$ cat src/itqe_pkg.sv
// ----------------------------------------------------------------------------
// itqe_pkg: shared types of the counting-tree quantile estimator
// Controller states and the command and status bundles between controller
// and datapath.
// ----------------------------------------------------------------------------
`default_nettype none

package itqe_pkg;

    typedef enum logic [3:0] {
        S_CLEAR,
        S_IDLE,
        S_UP_RD,
        S_UP_WR,
        S_K_MUL,
        S_K_ADD,
        S_D_RDL,
        S_D_RDR,
        S_D_EVAL,
        S_DIV,
        S_MUL,
        S_FIN,
        S_DONE
    } t_state;

    typedef struct packed {
        logic accept;
        logic clr_wr;
        logic up_rd;
        logic up_wr;
        logic k_mul;
        logic k_add;
        logic rd_left;
        logic rd_right;
        logic eval;
        logic div_step;
        logic mul;
        logic fin;
        logic out_load;
    } t_cmd;

    typedef struct packed {
        logic clr_last;
        logic up_root;
        logic total_zero;
        logic match;
        logic last_lvl;
        logic div_done;
        logic out_free;
    } t_sts;

    localparam logic [16:0] Q_ONE  = 17'd65536;
    localparam logic [16:0] Q_HALF = 17'd32768;

endpackage

`default_nettype wire

$ cat src/itqe_ctrl.sv
// ----------------------------------------------------------------------------
// itqe_ctrl: sequencer of the quantile estimator
// Clear sweep, path update, threshold, descent, weight division, result.
// ----------------------------------------------------------------------------
`default_nettype none

module itqe_ctrl (
    input  wire logic          i_clk,
    input  wire logic          i_rst_n,
    input  wire logic          i_in_valid,
    output logic               o_in_ready,
    input  wire itqe_pkg::t_sts i_sts,
    output itqe_pkg::t_cmd     o_cmd
);

    itqe_pkg::t_state r_state, n_state;

    always_ff @(posedge i_clk) begin
        if (!i_rst_n) begin
            r_state <= itqe_pkg::S_CLEAR;
        end else begin
            r_state <= n_state;
        end
    end

    always_comb begin
        n_state = r_state;
        case (r_state)
            itqe_pkg::S_CLEAR:  if (i_sts.clr_last) n_state = itqe_pkg::S_IDLE;
            itqe_pkg::S_IDLE:   if (i_in_valid) n_state = itqe_pkg::S_UP_RD;
            itqe_pkg::S_UP_RD:  n_state = itqe_pkg::S_UP_WR;
            itqe_pkg::S_UP_WR:  n_state = i_sts.up_root ? itqe_pkg::S_K_MUL
                                                        : itqe_pkg::S_UP_RD;
            itqe_pkg::S_K_MUL:  n_state = itqe_pkg::S_K_ADD;
            itqe_pkg::S_K_ADD:  n_state = i_sts.total_zero ? itqe_pkg::S_DONE
                                                           : itqe_pkg::S_D_RDL;
            itqe_pkg::S_D_RDL:  n_state = itqe_pkg::S_D_RDR;
            itqe_pkg::S_D_RDR:  n_state = itqe_pkg::S_D_EVAL;
            itqe_pkg::S_D_EVAL: begin
                if (i_sts.match) begin
                    n_state = itqe_pkg::S_DIV;
                end else if (i_sts.last_lvl) begin
                    n_state = itqe_pkg::S_FIN;
                end else begin
                    n_state = itqe_pkg::S_D_RDL;
                end
            end
            itqe_pkg::S_DIV:    if (i_sts.div_done) n_state = itqe_pkg::S_MUL;
            itqe_pkg::S_MUL:    n_state = itqe_pkg::S_FIN;
            itqe_pkg::S_FIN:    n_state = itqe_pkg::S_DONE;
            itqe_pkg::S_DONE:   if (i_sts.out_free) n_state = itqe_pkg::S_IDLE;
            default:            n_state = itqe_pkg::S_CLEAR;
        endcase
    end

    always_comb begin
        o_cmd      = '0;
        o_in_ready = 1'b0;
        case (r_state)
            itqe_pkg::S_CLEAR:  o_cmd.clr_wr = 1'b1;
            itqe_pkg::S_IDLE: begin
                o_in_ready   = 1'b1;
                o_cmd.accept = i_in_valid;
            end
            itqe_pkg::S_UP_RD:  o_cmd.up_rd    = 1'b1;
            itqe_pkg::S_UP_WR:  o_cmd.up_wr    = 1'b1;
            itqe_pkg::S_K_MUL:  o_cmd.k_mul    = 1'b1;
            itqe_pkg::S_K_ADD:  o_cmd.k_add    = 1'b1;
            itqe_pkg::S_D_RDL:  o_cmd.rd_left  = 1'b1;
            itqe_pkg::S_D_RDR:  o_cmd.rd_right = 1'b1;
            itqe_pkg::S_D_EVAL: o_cmd.eval     = 1'b1;
            itqe_pkg::S_DIV:    o_cmd.div_step = !i_sts.div_done;
            itqe_pkg::S_MUL:    o_cmd.mul      = 1'b1;
            itqe_pkg::S_FIN:    o_cmd.fin      = 1'b1;
            itqe_pkg::S_DONE:   o_cmd.out_load = i_sts.out_free;
            default:            o_cmd          = '0;
        endcase
    end

endmodule

`default_nettype wire

$ cat config.mk
export PLATFORM = sky130hd
export DESIGN_NAME = itqe_ctrl
export DESIGN_NICKNAME = d
export VERILOG_FILES = /design/src/itqe_pkg.sv /design/src/itqe_ctrl.sv
export SDC_FILE = /design/constraint.sdc
export NUM_CORES = 1
export LEC_CHECK = 0
export BUFFER_PORTS_ARGS = -buffer_cell sky130_fd_sc_hd__buf_2
export CAP_MARGIN = 25
export CELL_PAD_IN_SITES_DETAIL_PLACEMENT = 0
export CELL_PAD_IN_SITES_GLOBAL_PLACEMENT = 1
export CORE_UTILIZATION = 30
export DETAILED_ROUTE_END_ITERATION = 7
export GPL_ROUTABILITY_DRIVEN = 0
export PLACE_DENSITY_LB_ADDON = 0.05
export SETUP_SLACK_MARGIN = 0.1
export SYNTH_ARGS = -nofsm -noshare
export SYNTH_HDL_FRONTEND = slang
export SYNTH_SLANG_ARGS = --single-unit
$ cat constraint.sdc
create_clock -name i_clk -period 2.25 [get_ports i_clk]
set_clock_uncertainty 0.2 [all_clocks]
set_input_delay 0.1125 -clock i_clk [delete_from_list [all_inputs] [get_ports i_clk]]
set_output_delay 0.1125 -clock i_clk [all_outputs]
set_load 0.01 [all_outputs]
==> run_results.csv, run 1 <==
group,metric,value,unit
power_and_ir_drop,p_total,0.579,mW
cells_and_area,area_growth,31.6,%
place,portBuffers,23,
drt,drcViolationCount,0,
clock_network,cts-root-buf,"clkbuf_4",
critical_path,path_class,"reg -> reg",
sta,hold_viol,0,
cells_and_area,fillers,154,
drt,wire_per_inst,11.7,microns
sta,setup_viol,0,
yosys,synth.avg_cell_area,6.89,sq um
yosys,synthesis.instances,65,
die,die_w,40.6,microns
cells_and_area,top_register,"r_state",
global_routing,grt_overflow_total,0,
critical_path,required,2.19,ns
cells_and_area,largest_register_ffs,4,
sta,maxSlewViolCount,0,
drt,dr.first_iter.drc_count,16,
die,start_util,33.2,%
power_and_ir_drop,swShare,47.8,%
critical_path,crit_chain,"nand2b_1, o32ai_1, a22o_4, a2111oi_4",
critical_path,cp_num_buf_inv,0,
clock_network,clock_latency,0.23,ns
critical_path,max_stage_delay,0.51,ns
drt,drtAntennaViolNets,0,
die,num_rows,13,
power_and_ir_drop,power.internal,0.302,mW
power_and_ir_drop,peakVddDrop,0.000469,V
cells_and_area,layout.cells.non_filler,103,
die,die_h,40.6,microns
die,ioPinCount,24,
power_and_ir_drop,leakagePower,0.263,nW
drt,first_pass_iters,4,
drt,wl,1.21,mm
yosys,ys.flop_type,"dfxtp_1",
clock_network,cts_max_level,1,
sta,max_freq,0.568,GHz
global_routing,track_usage,16.1,%
yosys,ys_ff_latch,4,
cells_and_area,finish.utilization,43.7,%
power_and_ir_drop,clockPowerShare,15.0,%
cells_and_area,reg.largest.list,"r_state (4)",
yosys,ys_warn_count,0,
die,design.die.area,1650,sq um
power_and_ir_drop,p_seq_share,27.6,%
place,dp_cells,99,
critical_path,crit_fanout,11,
yosys,synth_edf_count,0,
yosys,synth_nets,75,
power_and_ir_drop,power_density,983,nW/um^2
sta,worst_pin_slew,0.490,ns
yosys,yosysSeqAreaShare,17.9,%
yosys,synthArstFlopShare,0,%
clock_network,tritoncts,"built",
sta,slew_headroom,67.3,%
power_and_ir_drop,power_switching,0.277,mW
cells_and_area,final_cell_mix,"buf_2, nor2_1, nand2_1",
yosys,synth_cell_types,27,
die,core,1350,sq um
power_and_ir_drop,comb_power_share,57.5,%
critical_path,arrival,1.70,ns
yosys,syn-cell-area,448,sq um
cells_and_area,layout.nets,100,
critical_path,start_kind,"flip-flop",
min_path,hold_path_class,"in -> reg",
critical_path,cp_slowest_cell,"dfxtp_1",
global_routing,grt_max_degree,17,
cells_and_area,final_common_cell,"buf_2",
critical_path,cp-end-kind,"flip-flop",
sta,rsz0062_at_grt,"no",
critical_path,path_delay_family,"compound AO/OA/AOI/OAI gates",
cells_and_area,layout-drive-gt1-share,33.0,%
status,status,"finished clean",
place,dp_slack,0.501,ns
clock_network,clockBufferDepth,2,
run,maxCapViolCount,0,
place,dp_hpwl,898,microns
clock_network,cts_sinks,4,
global_routing,antenna_found_initial,0,
drt,vias,533,
sta,min_period,1.76,ns
sta,fin_ws,0.491,ns
global_routing,grt_pass1_vias,415,
sta,finalSetupTns,0,ns
cells_and_area,insertedDiodeCount,0,
sta,finalCritPeriodShare,78.2,%
clock_network,cts_made_buffers,3,
global_routing,grt_pass1_wl,1.73,mm
drt,viasPerCell,5.17,
clock_network,path_clk_slew,0.04,ns
-- cells by family (layout without fill, tap and decap cells) --
logic type | after synthesis | count (layout) | share of synthesized area (%)
buffers and inverters | 8 | 31 | 8.94
flip-flops | 4 | 4 | 17.9
AO/OA/AOI/OAI | 15 | 15 | 28.2
AND/OR/NAND/NOR | 35 | 35 | 38.3
multiplexers | 3 | 3 | 6.70
-- Yosys cell counts (2+ instances only) --
| library cell | number | share of area (%) |
|---|---|---|
| nand2_1 | 9 | 7.5 |
| o21ai_0 | 2 | 2.2 |
| nand2b_1 | 2 | 2.8 |
| dfxtp_1 | 4 | 18 |
| o32ai_1 | 2 | 3.9 |
| inv_1 | 4 | 3.4 |
| nor3_1 | 5 | 5.6 |
| nor2_1 | 10 | 8.4 |
| or4_1 | 2 | 3.4 |
| buf_2 | 2 | 2.2 |
| a21oi_1 | 5 | 5.6 |
| mux2i_1 | 3 | 6.7 |
-- what timing repair did --
item	CTS	global route
hold endpoints to repair	3	0
hold buffers	1	0
gates resized for setup	0	0
buffers inserted	0	0
-- metrics by stage --
stage	area, sq um	hold slack (ns)
finish	589	0.133
floorplan	448	0.0301
global route	589	0.176
detailed placement	557	0.197
global placement	557	0.199
CTS	589	0.129
-- metal layers --
layer / GRT usage, % / part of all wire [%] / vias to the layer above
met4: 7.50 / 0 / 0
met5: 0 / 0 / -
met3: 7.07 / 6.0 / 0
met1: 21.4 / 46 / 232
met2: 21.8 / 48 / 18
li1: - / - / 283
-- worst paths after layout --
path / start / to / slack [ns] / depth (start not counted)
max: r_state[0] / r_state[1] / 0.49 / 4
max reg2reg: r_state[0] / r_state[1] / 0.49 / 4
min reg2reg: r_state[3] / r_state[3] / 0.34 / 2
min: i_sts[5] / r_state[2] / 0.13 / 4
-- worst register-to-register path, cell delays in order (launching register included) --
cell and delay (ns):
dfxtp_1 0.51, nand2b_1 0.26, o32ai_1 0.13, a22o_4 0.31, a2111oi_4 0.25
-- layout make-up --
class	count	area (sq um)	area share [%]
clock buffer	3	22.5	3.82
inverter	4	15.0	2.55
multi-input combinational	53	328	55.6
timing repair buffer	24	125	21.2
tap	15	18.8	3.18
sequential	4	80.1	13.6
-- power groups by stage --
stage	clock, mW	sequential (mW)	combinational (mW)
after floorplan	0	0.109	0.311
after global placement	0	0.161	0.340
after detailed placement	0	0.159	0.333
after CTS	0.0909	0.157	0.337
after global routing	0.0965	0.169	0.376
final	0.0867	0.160	0.333
No activity file was read; power rests on OpenSTA's default activity.
==> run 2: changes to the inputs <==
ABC_AREA = 1   (was not set)
CORE_UTILIZATION = 25   (was 30)
clock period = 1.7 ns   (was 2.25 ns; I/O delays follow)
==> run 2 against run 1 <==
The run now ends with DRC left. Critical endpoint is now o_cmd[4]. Core utilization shrank 4.3 points. Sequential share of layout area grew 0.29 points. Synthesized cell count grew 32%. Critical path depth is the same. Total power shrank 7.9%. Synthesized area shrank 2.8%. Clock-buffer cell count is the same. Worst hold slack lost 0.13 ns. Combinational power shrank 18%.
==> run_results.csv, run 2 <==
group,metric,value,unit
yosys,synthTopCellsByArea,"inv_1, nand2_1, dfxtp_1, nor2_1, nand3_1",
critical_path,cp_slowest_cell,"dfxtp_2",
critical_path,reg2reg_depth,7,
clock_network,path_clk_slew,0.04,ns
yosys,synth_top_area_cell,"inv_1",
sta,worst_pin_slew,0.194,ns
cells_and_area,area_growth,40.8,%
critical_path,crit_fanout,5,
cells_and_area,largest_register_ffs,4,
die,design.die.area,1910,sq um
critical_path,required,1.41,ns
cells_and_area,layout-drive-gt1-share,31.0,%
sta,min_period,1.45,ns
power_and_ir_drop,power_density,871,nW/um^2
status,violations,"DRC",
yosys,synth_edf_count,0,
global_routing,grt_pass1_vias,492,
power_and_ir_drop,leakagePower,0.407,nW
yosys,synth_common_cells,"inv_1, nand2_1, nor2_1",
yosys,synth_cell_types,12,
global_routing,antenna_found_initial,0,
yosys,synth.avg_cell_area,5.06,sq um
critical_path,critPathLaunch,"r_state[1]",
cells_and_area,top_register,"r_state",
clock_network,tritoncts,"built",
sta,hold_viol,0,
critical_path,r2r_slack,0.25,ns
cells_and_area,reg.largest.list,"r_state (4)",
clock_network,cts-root-buf,"clkbuf_4",
yosys,synth_top_cell_area_share,19.0,%
yosys,ys_warn_count,0,
yosys,ys_ff_latch,4,
die,core,1560,sq um
global_routing,grt_overflow_total,0,
global_routing,grt_pass1_wl,2.06,mm
yosys,ys.flop_type,"dfxtp_1",
run,maxCapViolCount,0,
min_path,hold_path_class,"in -> reg",
die,die_w,43.7,microns
global_routing,grt_max_degree,7,
sta,setup_viol,0,
cells_and_area,layout.nets,125,
clock_network,cts_setup_buffers,0,
critical_path,path_class,"reg -> out",
yosys,yosysSeqAreaShare,18.4,%
sta,max_freq,0.689,GHz
die,ioPinCount,24,
critical_path,start_kind,"flip-flop",
critical_path,crit-reg2reg-launch,"r_state[3]",
critical_path,cp-end-kind,"primary output",
drt,vias,581,
critical_path,path_delay_family,"flip-flops",
die,start_util,27.9,%
yosys,synth_nets,96,
sta,rsz0062_at_grt,"yes",
clock_network,clock_latency,0.24,ns
clock_network,clockBufferDepth,2,
sta,finalSetupTns,0,ns
sta,slew_headroom,86.9,%
drt,first_pass_iters,6,
cells_and_area,final_cell_mix,"buf_2, inv_1, nand2_1",
clock_network,cts_sinks,4,
sta,maxSlewViolCount,0,
critical_path,max_stage_delay,0.34,ns
clock_network,cts_max_level,1,
drt,wire_per_inst,10.0,microns
drt,drtAntennaViolNets,0,
power_and_ir_drop,peakVddDrop,0.000412,V
cells_and_area,insertedDiodeCount,0,
yosys,synthesis.instances,86,
drt,dr.first_iter.drc_count,21,
yosys,synthArstFlopShare,0,%
critical_path,arrival,1.17,ns
sta,finalCritPeriodShare,85.3,%
clock_network,cts_made_buffers,3,
yosys,syn-cell-area,435,sq um
status,status,"complete, but fails checks",
drt,wl,1.30,mm
critical_path,rr_endpoint,"r_state[3]",
drt,drcViolationCount,3,
die,num_rows,14,
sta,fin_hold_ws,0.00376,ns
global_routing,track_usage,15.0,%
critical_path,cp_num_buf_inv,2,
critical_path,crit_chain,"nor2_4, inv_1, nor2_1, buf_2",
die,die_h,43.7,microns
min_path,whs_path_depth,5,
cells_and_area,final_common_cell,"buf_2",
drt,viasPerCell,4.50,
min_path,hold_end,"r_state[2]",
min_path,min-delay-start,"i_sts[5]",
place,portBuffers,23,
place,dp_hpwl,1.08,mm
run 2: metal layers:
metal	wire, microns	track usage, %
met5	0	0
met1	610	20.5
met2	600	21.8
met3	83	7.50
met4	0	1.88
run 2: worst min-delay path, delay by kind of cell:
kind                   cells  cell delay [ns]
buffers and inverters      2             0.13
AND/OR/NAND/NOR            3             0.20
run 2: layout make-up:
type,instances,area [sq um]
Tap cell,16,20.0
Multi-Input combinational cell,60,278
Clock buffer,3,22.5
Fill cell,188,946
Inverter,22,82.6
Timing Repair Buffer,24,125
Sequential cell,4,85.1
run 2: cell families (layout without fill, tap and decap cells):
kind of cell | Yosys count | count (layout) | share of synthesized area [%]
simple gates | 53 | 53 | 54.6
compound gates | 7 | 7 | 8.05
buf+inv | 22 | 49 | 19.0
flops | 4 | 4 | 18.4
run 2: worst max-delay path by stage:
| stage | cells after the start | endpoint |
|---|---|---|
| global placement | 7 | r_state[1] |
| CTS | 4 | o_cmd[9] |
| floorplan | 8 | r_state[1] |
| detailed placement | 7 | r_state[3] |
| finish | 4 | o_cmd[4] |
| global route | 4 | o_cmd[12] |
run 2: report_power, final:
group	internal [mW]	switching, mW
registers	0.115	0.0281
logic	0.0990	0.173
clock network	0.0791	0.0403
run 2: timing repair:
| item | 4_1_cts | 5_1_grt |
|---|---|---|
| resized for setup | 0 | 6 |
| endpoints found under the setup margin | 0 | 9 |
| hold buffers | 1 | 0 |
| endpoints found under the hold margin | 4 | 0 |
run 2: through the flow:
stage | utilization [%] | cell area [sq um] | total power [mW] | cells | worst slack (ns)
2_1_floorplan | - | 435 | 0.321 | 86 | 0.380
6_report | 39.3 | 613 | 0.534 | 129 | 0.249
4_1_cts | 38.7 | 603 | 0.535 | 129 | 0.119
3_5_place_dp | 36.6 | 571 | 0.408 | 125 | 0.245
5_1_grt | 39.3 | 613 | 0.599 | 129 | 0.103
3_3_place_gp | 36.6 | 571 | 0.409 | 125 | 0.208
==> run 3: changes to the inputs <==
ABC_AREA = not set   (was 1)
CORE_UTILIZATION = 28   (was 25)
==> run 3 against run 2 <==
The flow now finishes without violations. Sequential power grew 32%. Wire length grew 17%. Largest power group unchanged. Clock power is essentially flat. Die area shrank 7.8%. Via count grew 3.3%. Highest routed layer is now met4.
==> run_results.csv, run 3 (synthesis gave the netlist of run 1 again) <==
group,metric,value,unit
drt,drtAntennaViolNets,0,
die,design.die.area,1760,sq um
critical_path,critPathLaunch,"r_state[0]",
place,portBuffers,23,
drt,viasPerCell,5.26,
critical_path,crit-reg2reg-launch,"r_state[2]",
clock_network,clockBufferDepth,2,
power_and_ir_drop,leakagePower,0.319,nW
drt,dr.first_iter.drc_count,19,
global_routing,antenna_found_initial,0,
power_and_ir_drop,p_total,0.959,mW
sta,maxSlewViolCount,0,
min_path,hold_end,"r_state[2]",
critical_path,cp_slowest_cell,"dfxtp_4",
drt,drcViolationCount,0,
critical_path,reg2reg_depth,5,
sta,worst_pin_slew,0.271,ns
cells_and_area,final_area,706,sq um
place,dp_hpwl,1.10,mm
critical_path,r2r_slack,0.15,ns
drt,wire_per_inst,13.3,microns
critical_path,arrival,1.29,ns
clock_network,path_clk_slew,0.04,ns
cells_and_area,layout.nets,110,
clock_network,cts_sinks,4,
cells_and_area,layout-drive-gt1-share,48.0,%
critical_path,crit_fanout,8,
clock_network,cts_max_level,1,
die,die_h,42.0,microns
sta,slew_headroom,81.9,%
sta,finalSetupTns,0,ns
drt,wl,1.51,mm
cells_and_area,final_common_cell,"buf_2",
critical_path,start_kind,"flip-flop",
die,start_util,29.7,%
power_and_ir_drop,peakVddDrop,0.000579,V
critical_path,rr_endpoint,"r_state[1]",
global_routing,grt_max_degree,10,
sta,max_freq,0.635,GHz
min_path,min-delay-start,"i_sts[2]",
cells_and_area,fillers,163,
die,core,1510,sq um
clock_network,clock_latency,0.24,ns
sta,min_period,1.57,ns
sta,finalCritPeriodShare,92.6,%
min_path,whs_path_depth,4,
critical_path,cp-end-kind,"primary output",
place,placed_cell_area,618,sq um
cells_and_area,final_cell_mix,"buf_2, nand2_1, nor2_1",
status,status,"finished clean",
cells_and_area,area_growth,57.5,%
critical_path,max_stage_delay,0.36,ns
cells_and_area,multi_input_area,352,sq um
global_routing,grt_pass1_wl,2.37,mm
clock_network,cts_made_buffers,3,
cells_and_area,largest_register_ffs,4,
cells_and_area,top_register,"r_state",
drt,vias,600,
die,ioPinCount,24,
critical_path,crit_chain,"or2_4, buf_4, nor3_1, buf_2",
global_routing,track_usage,17.7,%
critical_path,path_delay_family,"simple AND/OR/NAND/NOR gates",
critical_path,cp_num_buf_inv,2,
die,num_rows,14,
clock_network,cts-root-buf,"clkbuf_4",
run,maxCapViolCount,0,
drt,first_pass_iters,4,
die,die_w,42.0,microns
power_and_ir_drop,power_density,1360,nW/um^2
cells_and_area,reg.largest.list,"r_state (4)",
min_path,hold_path_class,"in -> reg",
sta,rsz0062_at_grt,"yes",
global_routing,grt_overflow_total,0,
critical_path,required,1.41,ns
sta,hold_viol,0,
sta,setup_viol,0,
cells_and_area,seq_area,88.8,sq um
cells_and_area,insertedDiodeCount,0,
clock_network,tritoncts,"built",
critical_path,path_class,"reg -> out",
cells_and_area,finish.utilization,46.8,%
global_routing,grt_pass1_vias,541,
sta,fin_hold_ws,0.124,ns
[run 3: changes by cell type in the layout (fill, tap and decap cells not counted), moves of 3 or more]
cell	change
inv_1	-19
nand2_1	-13
buf_4	+8
dfxtp_2	-3
mux2i_1	+3
nand3_1	-5
nor2_1	-5
[run 3: stage by stage]
step | std cells | setup slack [ns]
global route | 114 | 0.0372
CTS | 114 | 0.112
floorplan | 65 | 0.173
global placement | 108 | 0.0532
detailed placement | 108 | 0.0561
finish | 114 | 0.125
[run 3: power breakdown]
part	internal [mW]	switching [mW]	total (mW)	leakage, nW
logic	0.312	0.336	0.648	0.271
clock network	0.0792	0.0430	0.122	0.0138
registers	0.131	0.0576	0.189	0.0346
[run 3: per-layer routing]
| layer | global-route usage [%] | vias up | share of wire [%] |
|---|---|---|---|
| li1 | - | 299 | - |
| met2 | 28.4 | 20 | 52 |
| met3 | 2.59 | 2 | 4.5 |
| met1 | 22.4 | 279 | 42 |
| met5 | 0 | - | 0 |
| met4 | 10.3 | 0 | 1.7 |
[run 3: worst min-delay path: cells and delay by family]
family	cells	cell delay, ns
buffers and inverters	1	0.09
AND/OR/NAND/NOR	1	0.10
AO/OA/AOI/OAI	2	0.23
[run 3: timing repair]
item / CTS / global route
pin swaps: 0 / 1
setup buffers: 2 / 0
endpoints found under the setup margin: 5 / 9
hold buffers: 1 / 0
resized for setup: 4 / 9
hold endpoints to repair: 4 / 0
[run 3: worst max path at each step]
stage	to	slack [ns]	cells after the start
floorplan	r_state[1]	0.17	5
global placement	r_state[1]	0.05	4
detailed placement	r_state[1]	0.06	4
CTS	o_cmd[0]	0.11	5
global route	o_cmd[12]	0.04	5
finish	o_cmd[11]	0.13	4
[run 3: final cells by class]
cell class / count / share of cell area [%]
multi-input cells: 53 / 49.8
repair buffers: 34 / 29.4
flip-flops and latches: 4 / 12.6
clock buffers: 3 / 3.19
well taps: 16 / 2.84
inverters: 4 / 2.13
